File: config.mk
export PLATFORM = sky130hd
export DESIGN_NAME = dda_line_rasterizer
export DESIGN_NICKNAME = d
export VERILOG_FILES = /design/src/sv/dda_pkg.sv /design/src/sv/dda_ctrl.sv /design/src/sv/dda_datapath.sv /design/src/sv/dda_line_rasterizer.sv
export SDC_FILE = /design/constraint.sdc
export NUM_CORES = 1
export LEC_CHECK = 0
export ABC_AREA = 1
export BUFFER_PORTS_ARGS = -buffer_cell sky130_fd_sc_hd__buf_2
export CORE_ASPECT_RATIO = 1.25
export CORE_MARGIN = 1.5
export CORE_UTILIZATION = 49
export CTS_BUF_LIST = sky130_fd_sc_hd__clkbuf_8
export DETAILED_ROUTE_END_ITERATION = 16
export HOLD_SLACK_MARGIN = 0.05
export PLACE_DENSITY_LB_ADDON = 0.05
export RECOVER_POWER = 25
export SLEW_MARGIN = 20
export SYNTH_ARGS = -nofsm -noshare
export SYNTH_HDL_FRONTEND = slang
export SYNTH_SLANG_ARGS = --single-unit
File: constraint.sdc
create_clock -name clock -period 11.2 [get_ports clock]
set_clock_uncertainty 0.05 [all_clocks]
set_input_delay 0.56 -clock clock [delete_from_list [all_inputs] [get_ports clock]]
set_output_delay 0.56 -clock clock [all_outputs]
set_load 0.02 [all_outputs]
File: src/sv/dda_pkg.sv
package dda_pkg;

   // Field widths
   localparam int COORD_BITS = 11;                    // logical endpoint coordinate
   localparam int FRAC_BITS  = 16;                    // fraction bits of position and increment
   localparam int OUT_BITS   = COORD_BITS + 1;        // screen coordinate, signed
   localparam int DELTA_BITS = COORD_BITS + 1;        // signed endpoint difference
   localparam int MAG_BITS   = COORD_BITS;            // |dx|, |dy|, step count
   localparam int QUO_BITS   = FRAC_BITS + 1;         // increment magnitude, at most 2^FRAC_BITS
   localparam int DIV_BITS   = MAG_BITS + FRAC_BITS + 1;
   localparam int STEP_BITS  = FRAC_BITS + 2;         // signed increment
   localparam int POS_BITS   = FRAC_BITS + OUT_BITS;  // signed position
   localparam int CNT_BITS   = $clog2(QUO_BITS);

   localparam int ORIGIN_BITS    = 10;
   localparam int COLOR_BITS     = 4;
   localparam int CSR_INDEX_BITS = 2;
   localparam int CSR_DATA_BITS  = 10;

   // Opcodes
   localparam logic OP_START = 1'b0;
   localparam logic OP_STEP  = 1'b1;

   // Register indexes
   localparam logic [CSR_INDEX_BITS-1:0] CSR_ORIGIN_X    = 2'd0;
   localparam logic [CSR_INDEX_BITS-1:0] CSR_ORIGIN_Y    = 2'd1;
   localparam logic [CSR_INDEX_BITS-1:0] CSR_PIXEL_COLOR = 2'd2;

   // Register reset values
   localparam logic [ORIGIN_BITS-1:0] ORIGIN_X_RESET    = 10'd290;
   localparam logic [ORIGIN_BITS-1:0] ORIGIN_Y_RESET    = 10'd275;
   localparam logic [COLOR_BITS-1:0]  PIXEL_COLOR_RESET = 4'd10;

   typedef struct packed {
      logic start;     // load a new line and emit its first pixel
      logic step;      // advance the active line by one pixel
      logic div_step;  // one quotient bit of both increment divisions
      logic fixup;     // apply the signs to the increments
   } cmd_type;

   typedef struct packed {
      logic zero_len;  // pending start item has coincident endpoints
      logic out_free;  // output register can take a pixel this cycle
   } status_type;

endpackage

File: src/sv/dda_ctrl.sv
module dda_ctrl (
   input  logic                 clock,
   input  logic                 reset,
   input  logic                 req_valid,
   output logic                 req_ready,
   input  logic                 req_op,
   input  dda_pkg::status_type  status,
   output dda_pkg::cmd_type     cmd
);
   import dda_pkg::*;

   localparam logic [1:0] ST_IDLE   = 2'd0;
   localparam logic [1:0] ST_DIVIDE = 2'd1;
   localparam logic [1:0] ST_SIGN   = 2'd2;

   logic [1:0]          state_ff, state_in;
   logic [CNT_BITS-1:0] cnt_ff, cnt_in;
   logic                accept;

   assign req_ready = (state_ff == ST_IDLE) && status.out_free;
   assign accept    = req_valid && req_ready;

   always_comb begin
      cmd          = '0;
      cmd.start    = accept && (req_op == OP_START);
      cmd.step     = accept && (req_op == OP_STEP);
      cmd.div_step = (state_ff == ST_DIVIDE);
      cmd.fixup    = (state_ff == ST_SIGN);
   end

   always_comb begin
      state_in = state_ff;
      cnt_in   = cnt_ff;
      unique case (state_ff)
         ST_IDLE: begin
            cnt_in = '0;
            if (cmd.start && !status.zero_len) begin
               state_in = ST_DIVIDE;
            end
         end
         ST_DIVIDE: begin
            cnt_in = cnt_ff + 1'b1;
            if (cnt_ff == CNT_BITS'(QUO_BITS - 1)) begin
               state_in = ST_SIGN;
            end
         end
         ST_SIGN: begin
            state_in = ST_IDLE;
         end
         default: begin
            state_in = ST_IDLE;
         end
      endcase
   end

   always_ff @(posedge clock) begin
      if (reset) begin
         state_ff <= ST_IDLE;
         cnt_ff   <= '0;
      end else begin
         state_ff <= state_in;
         cnt_ff   <= cnt_in;
      end
   end

endmodule

File: src/sv/dda_datapath.sv
module dda_datapath (
   input  logic                                   clock,
   input  logic                                   reset,
   input  dda_pkg::cmd_type                       cmd,
   output dda_pkg::status_type                    status,
   input  logic signed [dda_pkg::COORD_BITS-1:0]  req_from_x,
   input  logic signed [dda_pkg::COORD_BITS-1:0]  req_from_y,
   input  logic signed [dda_pkg::COORD_BITS-1:0]  req_to_x,
   input  logic signed [dda_pkg::COORD_BITS-1:0]  req_to_y,
   input  logic                                   csr_we,
   input  logic [dda_pkg::CSR_INDEX_BITS-1:0]     csr_index,
   input  logic [dda_pkg::CSR_DATA_BITS-1:0]      csr_data,
   output logic                                   rsp_valid,
   input  logic                                   rsp_ready,
   output logic signed [dda_pkg::OUT_BITS-1:0]    rsp_screen_x,
   output logic signed [dda_pkg::OUT_BITS-1:0]    rsp_screen_y,
   output logic [dda_pkg::COLOR_BITS-1:0]         rsp_color,
   output logic                                   rsp_last_pixel
);
   import dda_pkg::*;

   // One restoring-division step: shift in the next dividend bit, subtract if it fits.
   function automatic logic [MAG_BITS+QUO_BITS-1:0] div_iter(
      input logic [MAG_BITS-1:0] rem,
      input logic [QUO_BITS-1:0] qsh,
      input logic [MAG_BITS-1:0] div
   );
      logic [MAG_BITS:0]   t;
      logic                ge;
      logic [MAG_BITS-1:0] r;
      t  = {rem, qsh[QUO_BITS-1]};
      ge = (t >= {1'b0, div});
      r  = ge ? MAG_BITS'(t - {1'b0, div}) : t[MAG_BITS-1:0];
      return {r, qsh[QUO_BITS-2:0], ge};
   endfunction

   // Configuration
   logic [ORIGIN_BITS-1:0] origin_x_ff, origin_y_ff;
   logic [COLOR_BITS-1:0]  color_ff;

   // Setup
   logic signed [DELTA_BITS-1:0] dx, dy;
   logic [MAG_BITS-1:0]          ax, ay, n;
   logic [DIV_BITS-1:0]          dividend_x, dividend_y;

   // Divider
   logic [MAG_BITS-1:0] rem_x_ff, rem_x_in, rem_y_ff, rem_y_in, div_n_ff;
   logic [QUO_BITS-1:0] qsh_x_ff, qsh_x_in, qsh_y_ff, qsh_y_in;
   logic                neg_x_ff, neg_y_ff;

   // Line state
   logic [STEP_BITS-1:0] step_x_ff, step_x_in, step_y_ff, step_y_in;
   logic [POS_BITS-1:0]  pos_x_ff, pos_x_in, pos_y_ff, pos_y_in;
   logic [MAG_BITS-1:0]  steps_rem_ff, steps_rem_in;
   logic                 active_ff, active_in;

   // Output
   logic                emit, last_in;
   logic [OUT_BITS-1:0] rx, ry;
   logic                rsp_valid_ff, rsp_valid_in;
   logic [OUT_BITS-1:0] rsp_x_ff, rsp_x_in, rsp_y_ff, rsp_y_in;
   logic [COLOR_BITS-1:0] rsp_color_ff;
   logic                rsp_last_ff;

   // Endpoint differences, step count and scaled dividends (n/2 added for rounding)
   always_comb begin
      dx = {req_to_x[COORD_BITS-1], req_to_x} - {req_from_x[COORD_BITS-1], req_from_x};
      dy = {req_to_y[COORD_BITS-1], req_to_y} - {req_from_y[COORD_BITS-1], req_from_y};
      ax = dx[DELTA_BITS-1] ? MAG_BITS'(-dx) : dx[MAG_BITS-1:0];
      ay = dy[DELTA_BITS-1] ? MAG_BITS'(-dy) : dy[MAG_BITS-1:0];
      n  = (ax > ay) ? ax : ay;
      dividend_x = {1'b0, ax, {FRAC_BITS{1'b0}}} + DIV_BITS'(n >> 1);
      dividend_y = {1'b0, ay, {FRAC_BITS{1'b0}}} + DIV_BITS'(n >> 1);
   end

   assign status.zero_len = (n == '0);
   assign status.out_free = !rsp_valid_ff || rsp_ready;

   // Divider: quotient is below 2^QUO_BITS, so the upper dividend bits start as remainder
   always_comb begin
      rem_x_in = rem_x_ff;
      qsh_x_in = qsh_x_ff;
      rem_y_in = rem_y_ff;
      qsh_y_in = qsh_y_ff;
      if (cmd.start) begin
         rem_x_in = dividend_x[DIV_BITS-1:QUO_BITS];
         qsh_x_in = dividend_x[QUO_BITS-1:0];
         rem_y_in = dividend_y[DIV_BITS-1:QUO_BITS];
         qsh_y_in = dividend_y[QUO_BITS-1:0];
      end else if (cmd.div_step) begin
         {rem_x_in, qsh_x_in} = div_iter(rem_x_ff, qsh_x_ff, div_n_ff);
         {rem_y_in, qsh_y_in} = div_iter(rem_y_ff, qsh_y_ff, div_n_ff);
      end
   end

   // Increments
   always_comb begin
      step_x_in = step_x_ff;
      step_y_in = step_y_ff;
      if (cmd.start) begin
         step_x_in = '0;
         step_y_in = '0;
      end else if (cmd.fixup) begin
         step_x_in = neg_x_ff ? STEP_BITS'(-{1'b0, qsh_x_ff}) : {1'b0, qsh_x_ff};
         step_y_in = neg_y_ff ? STEP_BITS'(-{1'b0, qsh_y_ff}) : {1'b0, qsh_y_ff};
      end
   end

   // Position is kept biased by one half, so rounding is a plain slice
   always_comb begin
      pos_x_in     = pos_x_ff;
      pos_y_in     = pos_y_ff;
      steps_rem_in = steps_rem_ff;
      active_in    = active_ff;
      last_in      = 1'b0;
      if (cmd.start) begin
         pos_x_in = {req_from_x[COORD_BITS-1], req_from_x, 1'b1, {(FRAC_BITS-1){1'b0}}};
         pos_y_in = {req_from_y[COORD_BITS-1], req_from_y, 1'b1, {(FRAC_BITS-1){1'b0}}};
         steps_rem_in = n;
         active_in    = (n != '0);
         last_in      = (n == '0);
      end else if (cmd.step && active_ff) begin
         pos_x_in = pos_x_ff + {{(POS_BITS-STEP_BITS){step_x_ff[STEP_BITS-1]}}, step_x_ff};
         pos_y_in = pos_y_ff + {{(POS_BITS-STEP_BITS){step_y_ff[STEP_BITS-1]}}, step_y_ff};
         steps_rem_in = steps_rem_ff - 1'b1;
         active_in    = (steps_rem_ff != MAG_BITS'(1));
         last_in      = (steps_rem_ff == MAG_BITS'(1));
      end
   end

   // Screen mapping, y flipped
   assign emit     = cmd.start || (cmd.step && active_ff);
   assign rx       = pos_x_in[POS_BITS-1:FRAC_BITS];
   assign ry       = pos_y_in[POS_BITS-1:FRAC_BITS];
   assign rsp_x_in = OUT_BITS'(origin_x_ff) + rx;
   assign rsp_y_in = OUT_BITS'(origin_y_ff) - ry;

   always_comb begin
      if (emit) begin
         rsp_valid_in = 1'b1;
      end else if (rsp_ready) begin
         rsp_valid_in = 1'b0;
      end else begin
         rsp_valid_in = rsp_valid_ff;
      end
   end

   always_ff @(posedge clock) begin
      if (reset) begin
         origin_x_ff  <= ORIGIN_X_RESET;
         origin_y_ff  <= ORIGIN_Y_RESET;
         color_ff     <= PIXEL_COLOR_RESET;
         active_ff    <= 1'b0;
         rsp_valid_ff <= 1'b0;
      end else begin
         if (csr_we) begin
            unique case (csr_index)
               CSR_ORIGIN_X:    origin_x_ff <= csr_data[ORIGIN_BITS-1:0];
               CSR_ORIGIN_Y:    origin_y_ff <= csr_data[ORIGIN_BITS-1:0];
               CSR_PIXEL_COLOR: color_ff    <= csr_data[COLOR_BITS-1:0];
               default: ;
            endcase
         end
         active_ff    <= active_in;
         rsp_valid_ff <= rsp_valid_in;
      end
   end

   always_ff @(posedge clock) begin
      rem_x_ff     <= rem_x_in;
      qsh_x_ff     <= qsh_x_in;
      rem_y_ff     <= rem_y_in;
      qsh_y_ff     <= qsh_y_in;
      step_x_ff    <= step_x_in;
      step_y_ff    <= step_y_in;
      pos_x_ff     <= pos_x_in;
      pos_y_ff     <= pos_y_in;
      steps_rem_ff <= steps_rem_in;
      if (cmd.start) begin
         div_n_ff <= n;
         neg_x_ff <= dx[DELTA_BITS-1];
         neg_y_ff <= dy[DELTA_BITS-1];
      end
      if (emit) begin
         rsp_x_ff     <= rsp_x_in;
         rsp_y_ff     <= rsp_y_in;
         rsp_color_ff <= color_ff;
         rsp_last_ff  <= last_in;
      end
   end

   assign rsp_valid      = rsp_valid_ff;
   assign rsp_screen_x   = rsp_x_ff;
   assign rsp_screen_y   = rsp_y_ff;
   assign rsp_color      = rsp_color_ff;
   assign rsp_last_pixel = rsp_last_ff;

endmodule

File: src/sv/dda_line_rasterizer.sv
// DDA line rasterizer. A start item (op 0) loads two logical endpoints and puts the first
// pixel in the output register at the next edge; for a line longer than one pixel it then
// runs a setup, during which req_ready is low: in the divide state a restoring divider
// produces one quotient bit of both the x and y increments per cycle, then the sign
// state applies the signs. A zero-length line needs no setup. Each step item (op 1)
// emits the next pixel, so pixels stream at one per cycle while rsp_ready stays high;
// a step with no active line is taken and yields nothing. Pixels are rounded to nearest,
// offset by origin_x/origin_y with y flipped, and the final endpoint has rsp_last_pixel
// set. After reset origin_x = 290, origin_y = 275 and pixel_color = 10; write the
// registers only while no transfer is pending.
module dda_line_rasterizer (
   input  logic                                   clock,
   input  logic                                   reset,
   input  logic                                   req_valid,
   output logic                                   req_ready,
   input  logic                                   req_op,
   input  logic signed [dda_pkg::COORD_BITS-1:0]  req_from_x,
   input  logic signed [dda_pkg::COORD_BITS-1:0]  req_from_y,
   input  logic signed [dda_pkg::COORD_BITS-1:0]  req_to_x,
   input  logic signed [dda_pkg::COORD_BITS-1:0]  req_to_y,
   output logic                                   rsp_valid,
   input  logic                                   rsp_ready,
   output logic signed [dda_pkg::OUT_BITS-1:0]    rsp_screen_x,
   output logic signed [dda_pkg::OUT_BITS-1:0]    rsp_screen_y,
   output logic [dda_pkg::COLOR_BITS-1:0]         rsp_color,
   output logic                                   rsp_last_pixel,
   input  logic                                   csr_we,
   input  logic [dda_pkg::CSR_INDEX_BITS-1:0]     csr_index,
   input  logic [dda_pkg::CSR_DATA_BITS-1:0]      csr_data
);
   import dda_pkg::*;

   cmd_type    cmd;
   status_type status;

   dda_ctrl u_ctrl (
      .clock     (clock),
      .reset     (reset),
      .req_valid (req_valid),
      .req_ready (req_ready),
      .req_op    (req_op),
      .status    (status),
      .cmd       (cmd)
   );

   dda_datapath u_datapath (
      .clock          (clock),
      .reset          (reset),
      .cmd            (cmd),
      .status         (status),
      .req_from_x     (req_from_x),
      .req_from_y     (req_from_y),
      .req_to_x       (req_to_x),
      .req_to_y       (req_to_y),
      .csr_we         (csr_we),
      .csr_index      (csr_index),
      .csr_data       (csr_data),
      .rsp_valid      (rsp_valid),
      .rsp_ready      (rsp_ready),
      .rsp_screen_x   (rsp_screen_x),
      .rsp_screen_y   (rsp_screen_y),
      .rsp_color      (rsp_color),
      .rsp_last_pixel (rsp_last_pixel)
   );

endmodule

==> impl_metrics.csv, run 1 <==
group,metric,value,unit
run_status,outcome,"complete, but fails checks",
run_status,violations,"capacitance limit, slew limit",
pwr,p_sw_share,37.6,%
sta,slew_headroom,-117,%
final_layout,stdcell_area,0.0183,mm2
pwr,p_per_area,170,mW/mm2
synthesis,netlist_area,0.0166,mm2
sta,slew_viol_final,62,
final_layout,num_antenna_cells,0,
grt,grt_use_total,27.0,%
grt,grt_pass1_wl,75400,um
routing,drc,0,
pwr,comb_power_share,35.1,%
synthesis,ys_seq_area_share,34.8,%
pwr,leakage,8.88,nW
critical_path,worstPathCellList,"inv_1 > and3_1 > nand2_1 > nor2_4 > clkbuf_1 > clkinv_1 > buf_4 > nor2_1 > a21oi_1 > ha_1 > inv_1 > fa_1 > a31oi_1 > o21ai_0 > a21oi_1 > o21bai_1 > nand2_1 > nand2_1 > a21oi_1 > xor2_1",
min_path,min_path_type,"in2reg",
cts,post_cts_resized,0,
routing,viasPerCell,5.42,
critical_path,cp-start-kind,"register",
grt,grt_overflow,0,
synthesis,synth-seq-cells,234,
synthesis,async_reset_ff_share,0,%
critical_path,cp_slowest_cell,"clkbuf_1",
synthesis,ys.flop_type,"dfxtp_1",
sta,whs,0.184,ns
sta,rsz0062_at_grt,"no",
sta,max_freq,149,MHz
routing,avgRoutedWirePerCell,16.9,um
cts,cts_setup_buffers,0,
final_layout,n_fill_cell,3324,
placed_design,dp_hpwl,35500,um
sta,setup_viol,0,
cts,clock-sinks,234,
floorplanning,die_area,0.0350,mm2
synthesis,syn_inst,2256,
pwr,p_int,1.93,mW
critical_path,crit_path_end_kind,"register",
grt,antenna_found_initial,0,
final_layout,area_growth,9.99,%
floorplanning,dieHeight,209,um
final_layout,drive_above_1_share,8.59,%
pwr,p_sw,1.16,mW
synthesis,synth_edf_count,109,
critical_path,crit_required,11.47,ns
final_layout,fin_util,54.5,%
final_layout,final_nets,2549,
critical_path,path_class,"reg2reg",
cts,cts_tree,"built",
sta,period_minus_slack,6.70,ns
floorplanning,coreArea,0.0335,mm2
sta,fin_crit_sh,59.8,%
routing,drt_wl_total,47200,um
critical_path,critical_path.max_stage_delay,2.29,ns
sta,worst_pin_slew,3.26,ns
cts,cts_buffer_depth,3,
pwr,pwr-share-clk,28.8,%
final_layout,multi_input_area,0.00943,mm2
placed_design,finalWeightedCongestion,0.951,
floorplanning,start_util,49.6,%
run,drv_cap,1,
synthesis,yosysWarningCount,0,
synthesis,avgSynthCellArea,7.36,um2
routing,route.top_layer_used,"met4",
routing,dr.first_iter.drc_count,1072,
placed_design,post-place-ws,6.11,ns
routing,dr_wl_met2,22900,um
floorplanning,ioPinCount,93,
sta,layout_setup_ws,4.50,ns
cts,ctsHoldBuffers,0,
pwr,ir_drop,0.112,mV
placed_design,port_buffers,92,
cts,cts-root-buf,"clkbuf_8",
placed_design,place_area,0.0174,mm2
final_layout,regArea,0.00578,mm2
pwr,power_frac_seq,36.1,%
critical_path,path_max_fanout,77,
critical_path,worst-path-buf-inv,5,
routing,postRouteAntennaNets,0,
floorplanning,rows,75,
floorplanning,die_w,168,um
routing,wl_met1,21100,um
routing,vias,15200,
critical_path,cp.arrival,6.97,ns
synthesis,syn-num-nets,2463,
synthesis,ys_types,55,
cts,clkLatencyLatePin,0.59,ns
cts,cts.clk_slew.worst_paths,0.06,ns
sta,setup-tns-final,0,ns
grt,grt_max_degree,87,
routing,route.met3.wl,1930,um
routing,dr.pass1.iters,6,
sta,hold_viol,0,
cts,cts-buffers-inserted,42,
grt,first_global_vias,14600,
cts,cts_max_level,2,
critical_path,cp_top_family,"buffers and inverters",
## routing by layer
layer,GRT usage [%],vias to the layer above
met4,8.85,0
met5,0,-
met3,3.60,77
li1,-,7739
met2,47.6,313
met1,34.1,7040
## final timing paths
path / endpoint / cells after the start / start / slack (ns)
worst min register to register: u_datapath.rsp_color[2] / 0 / u_datapath.color_ff[2] / 0.38
worst min-delay path: u_datapath.origin_y_ff[8] / 3 / csr_data[8] / 0.18
worst max-delay path: u_datapath.rsp_screen_y[10] / 20 / u_ctrl.state_ff[0] / 4.50
worst max register to register: u_datapath.rsp_screen_y[10] / 20 / u_ctrl.state_ff[0] / 4.50
## worst register-to-register path: stages, from the launching register on
cell and delay (ns):
dfxtp_1 0.38, inv_1 0.10, and3_1 0.22, nand2_1 0.17, nor2_4 0.11, clkbuf_1 2.29, clkinv_1 0.30, buf_4 0.55
nor2_1 0.51, a21oi_1 0.16, ha_1 0.22, inv_1 0.08, fa_1 0.21, a31oi_1 0.12, o21ai_0 0.28, a21oi_1 0.12
o21bai_1 0.22, nand2_1 0.08, nand2_1 0.07, a21oi_1 0.07, xor2_1 0.16
## area by class of cell
class,instances,area share (%)
clock buffer,51,3.84
clock inverter,25,1.21
inverter,303,6.23
multi-input combinational,1661,51.6
sequential,234,31.6
tap,423,2.90
timing repair buffer,100,2.58
## flip-flops by register name, indices dropped and copies added (netlist names)
| signal | count |
|---|---|
| u_datapath.step_y_ff | 18 |
| u_datapath.origin_y_ff | 10 |
| u_ctrl.cnt_ff | 5 |
| u_datapath.rsp_color | 4 |
| u_datapath.rsp_valid | 1 |
| u_datapath.qsh_x_ff | 17 |
| u_datapath.step_x_ff | 18 |
| u_datapath.color_ff | 4 |
| u_ctrl.state_ff | 2 |
| u_datapath.origin_x_ff | 10 |
| u_datapath.div_n_ff | 11 |
| u_datapath.rsp_screen_x | 12 |
| u_datapath.rsp_screen_y | 12 |
| u_datapath.rsp_last_pixel | 1 |
| u_datapath.steps_rem_ff | 11 |
| u_datapath.pos_x_ff | 28 |
| u_datapath.rem_y_ff | 11 |
| u_datapath.pos_y_ff | 28 |
| u_datapath.qsh_y_ff | 17 |
| u_datapath.active_ff | 1 |
| u_datapath.neg_y_ff | 1 |
| u_datapath.rem_x_ff | 11 |
| u_datapath.neg_x_ff | 1 |
## logic make-up after synthesis
group           count (synthesis)  share of synthesized area (%)
simple gates                  949                           24.5
fa+ha+maj                     145                           11.3
buf+inv                       361                           8.50
xor+xnor                       86                           4.53
compound gates                481                           16.4
flops                         234                           34.8
## per-stage QoR
stage               power (mW)  std cells
floorplan                 1.94       2256
global placement          2.20       2721
detailed placement        2.21       2721
CTS                       3.12       2797
global route              3.31       2797
finish                    3.10       2797
## power groups by stage
stage                     clock (mW)  sequential (mW)  combinational (mW)
after CTS                      0.913             1.12                1.09
after detailed placement           0             1.13                1.08
after floorplan                    0             1.13               0.804
final                          0.893             1.12                1.09
after global placement             0             1.13                1.07
after global routing           0.947             1.13                1.23
## cells in the final DEF, fill, tap and decap left out, drive strengths merged, types with 13 or more instances in the layout
| cell | instances |
|---|---|
| a22oi | 13 |
| xor2 | 58 |
| nor2 | 206 |
| nand3 | 132 |
| buf | 65 |
| o21ai | 197 |
| dfxtp | 125 |
| a31oi | 19 |
| inv | 312 |
| clkbuf | 86 |
| nand4 | 21 |
| nand2 | 530 |
| o221ai | 21 |
| edfxtp | 109 |
| a21oi | 180 |
| xnor2 | 28 |
| ha | 137 |
| nor3 | 36 |
## synthesized netlist by cell type (all sizes together), types with 3 or more instances
master / n / area, um2
buf: 26 / 154
o21ai: 197 / 997
nor3: 36 / 205
dfxtp: 125 / 2500
xor2: 58 / 508
nor4: 6 / 37.5
o21bai: 11 / 82.6
a21boi: 5 / 41.3
xnor2: 28 / 245
o21a: 5 / 37.5
clkbuf: 32 / 120
o221ai: 21 / 184
nand3: 132 / 701
o211ai: 9 / 72.6
nand4: 21 / 144
or2: 9 / 56.3
nor2: 206 / 798
a22oi: 13 / 97.6
inv: 301 / 1130
a31oi: 19 / 119
ha: 137 / 1710
o31ai: 3 / 22.5
edfxtp: 109 / 3270
nor3b: 4 / 30.0
a21o: 10 / 75.1
a21oi: 180 / 927
a211oi: 5 / 37.5
fa: 8 / 160
nand2: 530 / 2070
(Power assumes the default switching activity.)
==> inputs of run 2 (changes only) <==
==> constraint.sdc (replaced) <==
create_clock -name clock -period 5.8 [get_ports clock]
set_clock_uncertainty 0.05 [all_clocks]
set_input_delay 0.29 -clock clock [delete_from_list [all_inputs] [get_ports clock]]
set_output_delay 0.29 -clock clock [all_outputs]
set_load 0.02 [all_outputs]
==> impl_metrics.csv, run 2 (synthesis gave the netlist of run 1 again) <==
group,metric,value,unit
run_status,outcome,"complete, but fails checks",
run_status,violations,"capacitance limit, slew limit",
cts,cts_max_level,2,
cts,cts-root-buf,"clkbuf_8",
cts,clock-sinks,234,
grt,grt_use_total,27.6,%
sta,hold_viol,0,
routing,dr.pass1.iters,5,
critical_path,cp.arrival,5.08,ns
final_layout,stdcell_area,0.0185,mm2
routing,drt_wl_total,47700,um
sta,slew_viol_final,43,
critical_path,critical_path.max_stage_delay,0.40,ns
grt,grt_pass1_wl,76500,um
cts,cts-buffers-inserted,43,
sta,max_freq,209,MHz
placed_design,finalWeightedCongestion,0.922,
cts,cts_setup_buffers,0,
sta,slew_headroom,-73.1,%
grt,antenna_found_initial,1,
critical_path,cp_slowest_cell,"fa_1",
cts,cts.clk_slew.worst_paths,0.07,ns
placed_design,dp_hpwl,36500,um
routing,postRouteAntennaNets,0,
critical_path,cp-start-kind,"register",
final_layout,final_nets,2573,
floorplanning,start_util,49.6,%
pwr,p_per_area,328,mW/mm2
min_path,min_path_type,"in2reg",
critical_path,r2r_setup_slack,1.02,ns
final_layout,final_cell_mix,"nand2_1, inv_1, nor2_1",
routing,avgRoutedWirePerCell,16.9,um
critical_path,worstPathCellList,"ha_1 > inv_1 > fa_1 > inv_1 > nand3_1 > nand2_1 > a21oi_1 > o21bai_1 > a21boi_0 > o21bai_1 > xor2_1 > nand2_1 > a21oi_1 > ha_1 > inv_1 > fa_1 > a31oi_1 > o21ai_0 > a21oi_1 > o21bai_1 > nand2_1 > nand2_1 > a21oi_1 > xor2_1",
final_layout,final_common_cell,"nand2_1",
sta,setup-tns-final,0,ns
cts,cts_tree,"built",
floorplanning,rows,75,
grt,grt_overflow,0,
sta,rsz0062_at_grt,"no",
routing,dr.first_iter.drc_count,1110,
critical_path,crit_path_end_kind,"register",
critical_path,path_max_fanout,4,
sta,setup_viol,0,
critical_path,worst-path-buf-inv,3,
sta,period_minus_slack,4.78,ns
sta,worst_pin_slew,2.59,ns
grt,grt_max_degree,84,
cts,clkLatencyLatePin,0.59,ns
routing,vias,15200,
floorplanning,ioPinCount,93,
sta,fin_crit_sh,82.5,%
floorplanning,die_area,0.0350,mm2
pwr,leakage,9.02,nW
critical_path,crit_required,6.10,ns
placed_design,place_area,0.0174,mm2
placed_design,post-place-ws,1.01,ns
routing,viasPerCell,5.37,
cts,cts_buffer_depth,3,
pwr,ir_drop,0.210,mV
pwr,power,6.08,mW
sta,layout_setup_ws,1.02,ns
final_layout,drive_above_1_share,8.70,%
critical_path,cp_top_family,"compound AO/OA/AOI/OAI gates",
placed_design,port_buffers,92,
final_layout,top_regs,"u_datapath.pos_x_ff: 28 flops, u_datapath.pos_y_ff: 28 flops",
grt,first_global_vias,14600,
critical_path,path_class,"reg2reg",
run,drv_cap,1,
final_layout,n_fill_cell,3291,
floorplanning,coreArea,0.0335,mm2
floorplanning,dieHeight,209,um
routing,drc,0,
floorplanning,die_w,168,um
final_layout,area_growth,11.7,%
## run 2: worst reg2reg max path, stage by stage (launching register included)
cell and delay (ns):
dfxtp_1 0.33, ha_1 0.18, inv_1 0.06, fa_1 0.39
inv_1 0.07, nand3_1 0.06, nand2_1 0.11, a21oi_1 0.17
o21bai_1 0.32, a21boi_0 0.22, o21bai_1 0.32, xor2_1 0.18
nand2_1 0.06, a21oi_1 0.28, ha_1 0.21, inv_1 0.06
fa_1 0.40, a31oi_1 0.24, o21ai_0 0.18, a21oi_1 0.17
o21bai_1 0.11, nand2_1 0.07, nand2_1 0.05, a21oi_1 0.15
xor2_1 0.09
## run 2: final timing paths
kind,startpoint,depth (start not counted),end
min,req_from_x[2],3,u_datapath.pos_x_ff[18]
min reg2reg,u_datapath.color_ff[2],0,u_datapath.rsp_color[2]
max,u_datapath.pos_y_ff[0],24,u_datapath.rsp_screen_y[10]
max reg2reg,u_datapath.pos_y_ff[0],24,u_datapath.rsp_screen_y[10]
## run 2: layout make-up
class / count / area (um2) / share of cell area [%]
clock buffers: 56 / 771 / 4.16
inverters: 303 / 1140 / 6.13
repair buffers: 123 / 693 / 3.74
multi-input cells: 1661 / 9420 / 50.8
flip-flops and latches: 234 / 5780 / 31.1
diodes: 1 / 2.50 / 0.0135
well taps: 423 / 529 / 2.85
clock inverters: 24 / 221 / 1.19
## run 2: per-stage QoR
| stage | utilization (%) | hold slack (ns) | cells |
|---|---|---|---|
| final | 55.4 | 0.0878 | 2825 |
| after CTS | 55.6 | 0.0618 | 2824 |
| after global placement | 52.1 | 0.360 | 2726 |
| after floorplan | - | 0.302 | 2256 |
| after global routing | 55.4 | 0.0745 | 2824 |
| after detailed placement | 52.1 | 0.364 | 2726 |
## run 2: layer usage
metal	global-route usage, %	wire length, um	part of all wire, %
met2	45.3	21900	46
met5	0	0	0
met1	36.1	21400	45
met3	3.58	2330	4.9
met4	12.7	2100	4.4
## run 2: timing repair
action	4_1_cts	5_1_grt
hold endpoints to repair	31	0
hold buffers	18	0
resized for setup	0	0
## run 2: report_power, final
part,switching [mW],internal [mW]
sequential,0.125,2.04
clock,0.769,1.05
combinational,1.38,0.728
total,2.27,3.81
==> inputs of run 3 (changes only) <==
==> constraint.sdc (replaced) <==
create_clock -name clock -period 4.33 [get_ports clock]
set_clock_uncertainty 0.05 [all_clocks]
set_input_delay 0.2165 -clock clock [delete_from_list [all_inputs] [get_ports clock]]
set_output_delay 0.2165 -clock clock [all_outputs]
set_load 0.02 [all_outputs]
==> impl_metrics.csv, run 3 (synthesis gave the netlist of run 1 again) <==
group,metric,value,unit
sta,slew_viol_final,0,
critical_path,endpoint,"u_datapath.rsp_screen_x[10]",
final_layout,final_nets,2617,
critical_path,r2r_start,"u_datapath.pos_x_ff[0]",
sta,max_freq,244,MHz
critical_path,critical_path.startpoint,"u_datapath.pos_x_ff[0]",
final_layout,area_growth,14.4,%
final_layout,drive_above_1_share,11.3,%
critical_path,cp.arrival,4.36,ns
sta,rsz0062_at_grt,"yes",
critical_path,cp_slowest_cell,"fa_1",
grt,grt_use_total,27.6,%
routing,dr.first_iter.drc_count,938,
pwr,p_per_area,421,mW/mm2
min_path,min_path_type,"in2reg",
floorplanning,rows,75,
critical_path,r2r_end,"u_datapath.rsp_screen_x[10]",
routing,dr_wl_met2,22700,um
critical_path,cp_top_family,"adder cells",
cts,cts_tree,"built",
run_status,outcome,"finished, final reports clean",
sta,worst_pin_slew,1.31,ns
floorplanning,die_area,0.0350,mm2
routing,wl_met1,22300,um
critical_path,path_max_fanout,2,
placed_design,port_buffers,92,
sta,fin_crit_sh,94.7,%
cts,cts_max_level,2,
pwr,power,8.00,mW
floorplanning,ioPinCount,93,
sta,period_minus_slack,4.10,ns
final_layout,regArea,0.00578,mm2
routing,drc,0,
critical_path,worst-path-buf-inv,2,
critical_path,critical_path.max_stage_delay,0.42,ns
cts,clkLatencyLatePin,0.58,ns
routing,vias,15500,
final_layout,fin_cells,2865,
sta,slew_headroom,12.8,%
floorplanning,coreArea,0.0335,mm2
routing,route.met3.wl,1780,um
routing,viasPerCell,5.39,
final_layout,final_cell_mix,"nand2_1, inv_1, nor2_1",
final_layout,n_fill_cell,3308,
critical_path,r2r_setup_slack,0.23,ns
final_layout,top_regs,"u_datapath.pos_x_ff: 28 flops, u_datapath.pos_y_ff: 28 flops",
critical_path,r2r_cells,21,
critical_path,worstPathCellList,"ha_1 > inv_1 > fa_1 > inv_1 > nand3_1 > a21oi_2 > nor2_2 > o21bai_2 > a21oi_1 > or2_2 > nand3_1 > a21oi_1 > ha_1 > fa_1 > a31oi_2 > o21ai_1 > nand3_1 > nand2_1 > a21oi_1 > o21ai_0 > xnor2_1",
sta,hold_viol,0,
floorplanning,dieHeight,209,um
sta,setup-tns-final,0,ns
routing,postRouteAntennaNets,0,
routing,drt_wl_total,48700,um
final_layout,final_common_cell,"nand2_1",
grt,grt_max_degree,86,
grt,antenna_found_initial,0,
pwr,ir_drop,0.296,mV
grt,grt_pass1_wl,76600,um
cts,cts_buffer_depth,3,
placed_design,dp_hpwl,36900,um
floorplanning,start_util,49.6,%
cts,cts.clk_slew.worst_paths,0.06,ns
pwr,leakage,9.20,nW
cts,clock-sinks,234,
critical_path,crit_required,4.59,ns
floorplanning,die_w,168,um
routing,avgRoutedWirePerCell,17.0,um
grt,first_global_vias,14600,
critical_path,cp-start-kind,"register",
routing,route.top_layer_used,"met4",
cts,cts-buffers-inserted,42,
final_layout,multi_input_area,0.00965,mm2
placed_design,finalWeightedCongestion,0.943,
critical_path,crit_path_end_kind,"register",
final_layout,num_antenna_cells,0,
run,drv_cap,0,
routing,dr.pass1.iters,5,
critical_path,path_class,"reg2reg",
grt,grt_overflow,0,
placed_design,dp_cells,2750,
sta,setup_viol,0,
critical_path,path_depth,21,
cts,cts-root-buf,"clkbuf_8",
==> run 3: per-stage QoR <==
stage	setup slack, ns	util (%)	hold slack [ns]	instance area [um2]
after global placement	0.115	52.7	0.363	17600
after detailed placement	0.0366	52.7	0.375	17600
after global routing	-0.0458	56.7	0.0568	19000
after CTS	0.0376	56.1	0.0544	18800
after floorplan	0.437	-	0.229	16600
final	0.231	56.7	0.0520	19000
==> run 3: worst min-delay path, cell delays in order <==
cell,delay [ns]
buf_2,0.12
inv_1,0.14
a22oi_2,0.13
==> run 3: layout make-up <==
type                            count  area share (%)
Clock buffer                       48            3.48
Clock inverter                     28           0.875
Inverter                          303            6.00
Multi-Input combinational cell   1661            50.8
Sequential cell                   234            30.4
Tap cell                          423            2.78
Timing Repair Buffer              167            5.68
Timing Repair inverter              1          0.0263
==> run 3: routing by layer <==
metal / up-vias / global-route usage, %
li1: 7872 / -
met1: 7163 / 35.8
met2: 332 / 46.6
met3: 86 / 3.30
met4: 0 / 11.3
met5: - / 0
==> run 3: where the power goes <==
group	switching [mW]	total [mW]	internal [mW]
clock network	0.975	2.11	1.13
logic	1.91	3.00	1.09
registers	0.168	2.89	2.73
==> run 3: how the worst min path moves through the flow <==
stage                                 from                       to  slack [ns]  cells past startpoint
finish                       req_from_x[1]  u_datapath.pos_x_ff[17]        0.05                      3
global route                 req_from_x[1]  u_datapath.pos_x_ff[17]        0.06                      3
CTS                         req_from_x[10]  u_datapath.pos_x_ff[27]        0.05                      5
detailed placement  u_datapath.color_ff[1]  u_datapath.rsp_color[1]        0.38                      0
global placement    u_datapath.color_ff[0]  u_datapath.rsp_color[0]        0.36                      0
floorplan                            reset       u_ctrl.state_ff[0]        0.23                      1
==> run 3: timing repair <==
action | in CTS | in global routing
setup buffers | 0 | 6
gates resized for setup | 0 | 62
endpoints found under the hold margin | 47 | 0
endpoints found under the setup margin | 0 | 36
hold buffers | 32 | 0
